--- src/rtl/bb7s_pkg.sv ---
// Shared types and constants for the 7x7 saturating box blur.
// Holds the channel payload structs, the register indexes and the stage metadata.
// No dependencies.
`timescale 1ns / 1ps

package bb7s_pkg;

  localparam int PIXEL_W     = 8;
  localparam int OUT_COL_W   = 10;
  localparam int OUT_ROW_W   = 12;
  localparam int WIDTH_REG_W = 11;
  localparam int HEIGHT_W    = 13;
  localparam int MAX_HEIGHT  = 4096;
  localparam int CFG_ADDR_W  = 1;
  localparam int CFG_DATA_W  = 13;

  localparam int CFG_WIDTH_RESET  = 64;
  localparam int CFG_HEIGHT_RESET = 64;

  localparam int SCALE_MUL   = 210;
  localparam int SCALE_SHIFT = 8;

  localparam logic [PIXEL_W-1:0] PIXEL_MAX = 8'hFF;

  localparam logic [CFG_ADDR_W-1:0] CFG_IMAGE_WIDTH  = 1'b0;
  localparam logic [CFG_ADDR_W-1:0] CFG_IMAGE_HEIGHT = 1'b1;

  typedef struct packed {
    logic [PIXEL_W-1:0] pixel_value;
    logic               frame_start;
  } in_pixel_t;

  typedef struct packed {
    logic [PIXEL_W-1:0]   blurred_value;
    logic [OUT_COL_W-1:0] out_col;
    logic [OUT_ROW_W-1:0] out_row;
    logic                 frame_last;
  } out_pixel_t;

  typedef struct packed {
    logic                 emit;
    logic                 last;
    logic [OUT_COL_W-1:0] out_col;
    logic [OUT_ROW_W-1:0] out_row;
  } pos_meta_t;

endpackage

--- src/rtl/bb7s_win.sv ---
// Window accumulator for the box blur: a shift line of column sums, the window
// sum and the reciprocal scaling with saturation. Depends on bb7s_pkg.
`timescale 1ns / 1ps

module bb7s_win
  import bb7s_pkg::*;
#(
  parameter int RADIUS = 3
) (
  input  logic                                         clk,
  input  logic                                         rst_n,
  input  logic                                         load,
  input  logic [$clog2((2*RADIUS+1)*255+1)-1:0]        colsum,
  output logic [PIXEL_W-1:0]                           blurred
);

  localparam int WIN   = 2 * RADIUS + 1;
  localparam int CSW   = $clog2(WIN * 255 + 1);
  localparam int SUM_W = $clog2(WIN * WIN * 255 + 1);
  localparam int SCALE = (WIN * WIN * SCALE_MUL) >> SCALE_SHIFT;
  localparam int K     = SUM_W + $clog2(SCALE);
  localparam int RECIP = ((1 << K) + SCALE - 1) / SCALE;
  localparam int RW    = SUM_W + 2;
  localparam int PW    = SUM_W + RW;

  logic [CSW-1:0]   line_r [WIN];
  logic [SUM_W-1:0] sum_r, sum_nxt;
  logic [PW-1:0]    prod;

  always_comb begin
    sum_nxt = SUM_W'(colsum);
    for (int i = 1; i < WIN; i++) begin
      sum_nxt = sum_nxt + SUM_W'(line_r[i]);
    end
  end

  always_ff @(posedge clk) begin
    if (!rst_n) begin
      sum_r <= '0;
      for (int i = 0; i < WIN; i++) begin
        line_r[i] <= '0;
      end
    end else if (load) begin
      for (int i = 0; i < WIN - 1; i++) begin
        line_r[i] <= line_r[i+1];
      end
      line_r[WIN-1] <= colsum;
      sum_r         <= sum_nxt;
    end
  end

  assign prod    = PW'(sum_r) * PW'(RECIP);
  assign blurred = (prod[PW-1:K+PIXEL_W] != '0) ? PIXEL_MAX : prod[K+PIXEL_W-1:K];

endmodule

--- config.mk ---
export PLATFORM = sky130hd
export DESIGN_NAME = bb7s_win
export DESIGN_NICKNAME = d
export VERILOG_FILES = /design/src/rtl/bb7s_pkg.sv /design/src/rtl/bb7s_win.sv
export SDC_FILE = /design/constraint.sdc
export NUM_CORES = 1
export LEC_CHECK = 0
export BUFFER_PORTS_ARGS = -buffer_cell sky130_fd_sc_hd__buf_4
export CAP_MARGIN = 10
export CORE_ASPECT_RATIO = 0.9
export CORE_MARGIN = 3
export CORE_UTILIZATION = 45
export DETAILED_ROUTE_END_ITERATION = 8
export PLACE_DENSITY = 0.62
export SYNTH_ARGS = -nofsm -noshare
export SYNTH_HDL_FRONTEND = slang
export SYNTH_SLANG_ARGS = --single-unit
--- constraint.sdc ---
create_clock -name clk -period 6.3 [get_ports clk]
set_input_delay 0.315 -clock clk [delete_from_list [all_inputs] [get_ports clk]]
set_output_delay 0.315 -clock clk [all_outputs]
set_load 0.005 [all_outputs]
Word-level counts from Yosys, hierarchy flattened
Memories as Yosys holds them, arrays and structs flattened. Cells that the tools add are included.

$add $sub $neg: 6. Multipliers: 1. Mux-type cells: 12. Bitwise logic cells: 7.

Operator list (count): 2-to-1 mux 11 bit (7); adder 14 x 11 -> 14 bit (3); multiplier 14 x 15 -> 29 bit, second input constant (1); adder 13 x 11 -> 14 bit (1); adder 12 x 11 -> 13 bit (1); adder 11 x 11 -> 12 bit (1); 2-to-1 mux 8 bit (1); OR 1 bit (7); 2-to-1 mux 1 bit (4).

Register bits after elaboration: 14. RAM bits: 77. Bits of input ports: 14. Output and inout port bits: 8. Word-level logic and storage cells: 28. Memories: 1.

Memories: line_r (depth 7, width 11, read ports 6, clocked after Yosys merged registers in 0, wr ports 7, line bb7s_win.sv:26) `logic [CSW-1:0] line_r [WIN];`.

Longest topological paths before layout
An unclocked memory read counts as a cell.

Word-level depth: 7. Depth in mapped cells: 21. Gate-level depth less buffers: 20.

Worst setup path after synthesis
No wires, ideal clock.

Kind: reg-to-output. Start point: register sum_r[11]. End point: output blurred[4]. Arrival: 5.509 ns. Required time: 5.985 ns. Slack: 0.476 ns. Cell stages (with the launch flop): 18. Buffers on the path: 1. Cell sequence: dfxtp_1 -> fa_1 -> inv_1 -> fa_1 -> fa_1 -> fa_1 -> inv_1 -> fa_1 -> fa_1 -> ha_1 -> a21oi_1 -> o21ai_1 -> a221oi_2 -> a21bo_2 -> a2111o_1 -> and3_1 -> buf_6 -> o32ai_1.

Longest elaborated chain between the ends: 2.

RTL lines: from (decl) (line bb7s_win.sv:27) `logic [SUM_W-1:0] sum_r, sum_nxt;`; from (signal assigned) (line bb7s_win.sv:48) `sum_r <= sum_nxt;`; multiplier 14 x 15 -> 29 bit (line bb7s_win.sv:52) `assign prod = PW'(sum_r) * PW'(RECIP);`; 2-to-1 mux 8 bit (line bb7s_win.sv:53) `assign blurred = (prod[PW-1:K+PIXEL_W] != '0) ? PIXEL_MAX : prod[K+PIXEL_W-1:K];`; to (decl) (line bb7s_win.sv:14) `output logic [PIXEL_W-1:0] blurred`.

No other way between the ends.

Final worst setup path
Start point: register sum_r[12]. End point: output blurred[5].

The elaborated chain is that of the path after synthesis.

==> impl_results.md <==
- H-tree levels: 3
- Core ar.: 17700 sq um
- PnR worst setup slack: -0.00515 ns
- Drt drc: 0
- Measured slew at the worst slew-check pin: about 1.2 ns
- YS warnings: 0
- Std-Cell Rows: 46
- Post-synth net total: about 970
- Initial antenna violation count: 0
- CTS tree: yes
- CTS clk-pin slew, worst paths: approximately 0.06 ns
- Routed vias/inst: a little over 5
- Vert. Die Dim: 134 microns
- Failing checks: negative setup slack
- Vias in the first global route: ~5300
- Final hold violations: 0
- Reg2Reg Depth: 14
- P&R area growth vs syn: 11.5%
- Die Area: slightly below 20000 sq um
- Min Tclk post-route: between 6 and 7 ns
- Ys async rst share: 0
- Drt total wl: between 10000 and 15000 microns
- Post-synth EDFFs: between 60 and 70
- Mean Syn Cell Area: 11.2 sq um
- Max-cap violation count: 0
- CP Launch Point: sum_r[12]
- Total CTS buffers: 9
- Slew HR: 0.187
- Status: finished with violations
- Worst EP required: ~6.0 ns
- Worst hold path depth: 2
- Synthesized cell area: around 8200 sq um
- PortBufs: 21
- Drt first-iter violations: ~200
- Yosys cell types: between 50 and 60
- I/O Pins: 22
- Final clock skew: 0.00627 ns
- Crit Path Class: flip-flop to output port
- Final nets: 1003
- Worst Hold Class: primary input to flip-flop
- CP arrival: between 5 and 6 ns
- Startpoint class of the critical path: flip-flop
- Post-synthesis sequential area ratio: 0.276
- Period utilisation layout: 1.00
- Slew Limit Fails: 0
- RSZ-0062 raised after global routing: true
- Top_reg_cell synth: edfxtp_1
- Mapped Cells: between 700 and 800
- # diodes: 0
- Wirelength per Cell: ~15 microns
- CP max FO: 6
- Clock root buffer: clkbuf_16
- Maximum clock path buffer count: 2
- Fillers: roughly 1600
- Max Clk Rate: ~160 MHz
- First-pass GRT wire length: between 20000 and 30000 microns
- Post-route ant nets: 0
- Clock insertion delay at the later pin of the skew report: between 0.3 and 0.4 ns
- CP Capture Type: output port
- Seq cells post-synth: 80
- DR pass1 iterations: 4
- RD Place Congestion: approximately 0.9
- Share of cells above drive strength 1: 0.115
- Reg2reg start: line_r[4][2]
- Via count: ~5100
- Gr ovfl total: 0
- Hold WS: just under 0.3 ns
- Initial Util: 0.462
- Clock Sinks: 80
- Detailed placement HPWL: 11400 microns
- Total track usage: 0.157
- # setup viols final: 2
- Die W: around 150 microns
- Min-delay src: colsum[9]
- Largest net degree at the start of global routing: 68
## sequential cells by signal (all words and copies together), names as in the netlist
register	cells
line_r	66
sum_r	14
## cell usage after synthesis (3+ instances only)
library cell    n  area (sq um)
a21o_1          7          52.6
a21oi_1        10          50.1
and2_1         15          93.8
and3_1         53           332
clkbuf_1       13          48.8
dfxtp_1        14           280
edfxtp_1       66          1980
fa_1          113          2260
ha_1          117          1460
inv_1         185           694
mux2i_1         8          80.1
nand2_1        13          48.8
nand2b_1        5          31.3
nand3_1         5          25.0
nor2_1         21          78.8
nor2b_1         3          18.8
nor3_1          7          35.0
o21ai_0         5          25.0
o21ai_1         4          20.0
o22ai_1         3          18.8
o31ai_1         5          37.5
xnor2_1         8          70.1
xor2_1          9          78.8
## final timing paths
kind	to	slack, ns
worst max-delay path	blurred[5]	-0.005
worst min-delay path	line_r[6][9]	0.29
worst max register to register	sum_r[12]	1.45
worst min register to register	sum_r[9]	0.50
## stage by stage
step                      instances  instance area (sq um)  utilization   TNS, ns  setup slack, ns
after floorplan                 728                   8180            -         0            0.476
after global placement          979                   8610        0.486         0            0.156
after detailed placement        979                   8610        0.486         0          0.00793
after CTS                      1003                   9030        0.509    -0.141          -0.0318
after global routing           1004                   9120        0.515     -1.30           -0.187
final                          1004                   9120        0.515  -0.00690         -0.00515
## worst max-delay path: stages, from the launching register on
cell	delay, ns
dfxtp_4	0.36
fa_2	0.54
inv_2	0.04
fa_1	0.51
fa_2	0.45
fa_1	0.48
inv_1	0.05
fa_1	0.46
fa_1	0.57
ha_4	0.22
a21oi_4	0.15
o21ai_2	0.07
a221oi_2	0.26
a21bo_2	0.27
a2111o_1	0.47
a2111oi_4	0.30
buf_4	0.19
o32ai_1	0.09
buf_4	0.18
## cell type report
class	count	area [sq um]	share of cell area
clock buffer	11	243	0.0266
multi-input combinational	448	5270	0.577
timing repair buffer	35	263	0.0288
sequential	80	2280	0.250
inverter	185	694	0.0761
tap	240	300	0.0329
clock inverter	5	80.1	0.00878
## kinds of logic (layout without fill, tap and decap cells)
group	after synthesis	count (layout)	share of synthesized area
fa+ha+maj	230	230	0.455
mux	8	8	0.00979
buf+inv	200	236	0.0927
compound gates	62	62	0.0583
simple gates	131	131	0.0892
flops	80	80	0.276
xor+xnor	17	17	0.0182
## per-layer routing
metal	share of wire	up-vias	track usage
li1	-	2436	-
met1	0.48	2561	0.231
met2	0.49	46	0.252
met3	0.024	7	0.0277
met4	0.0053	0	0.0231
met5	0	-	0
## repair_timing
item / in CTS / in global routing
pin swaps: 17 / 14
hold buffers: 0 / 0
setup buffers: 8 / 1
resized for setup: 16 / 16
endpoints found under the setup margin: 8 / 8
## cell usage in the layout (no fill, tap or decap), drive strengths merged, types with 7 or more instances in the layout
master / instances
edfxtp: 66
xor2: 9
dfxtp: 14
and2: 15
nand2: 13
o21ai: 9
buf: 35
fa: 113
inv: 185
nor2: 21
mux2i: 8
a21o: 7
and3: 53
nor3: 7
xnor2: 8
clkbuf: 11
a21oi: 11
ha: 117
Power is left out: the tool's default activity adds up to more than one toggle a clock period on the data nets, which glitch-free logic cannot reach.
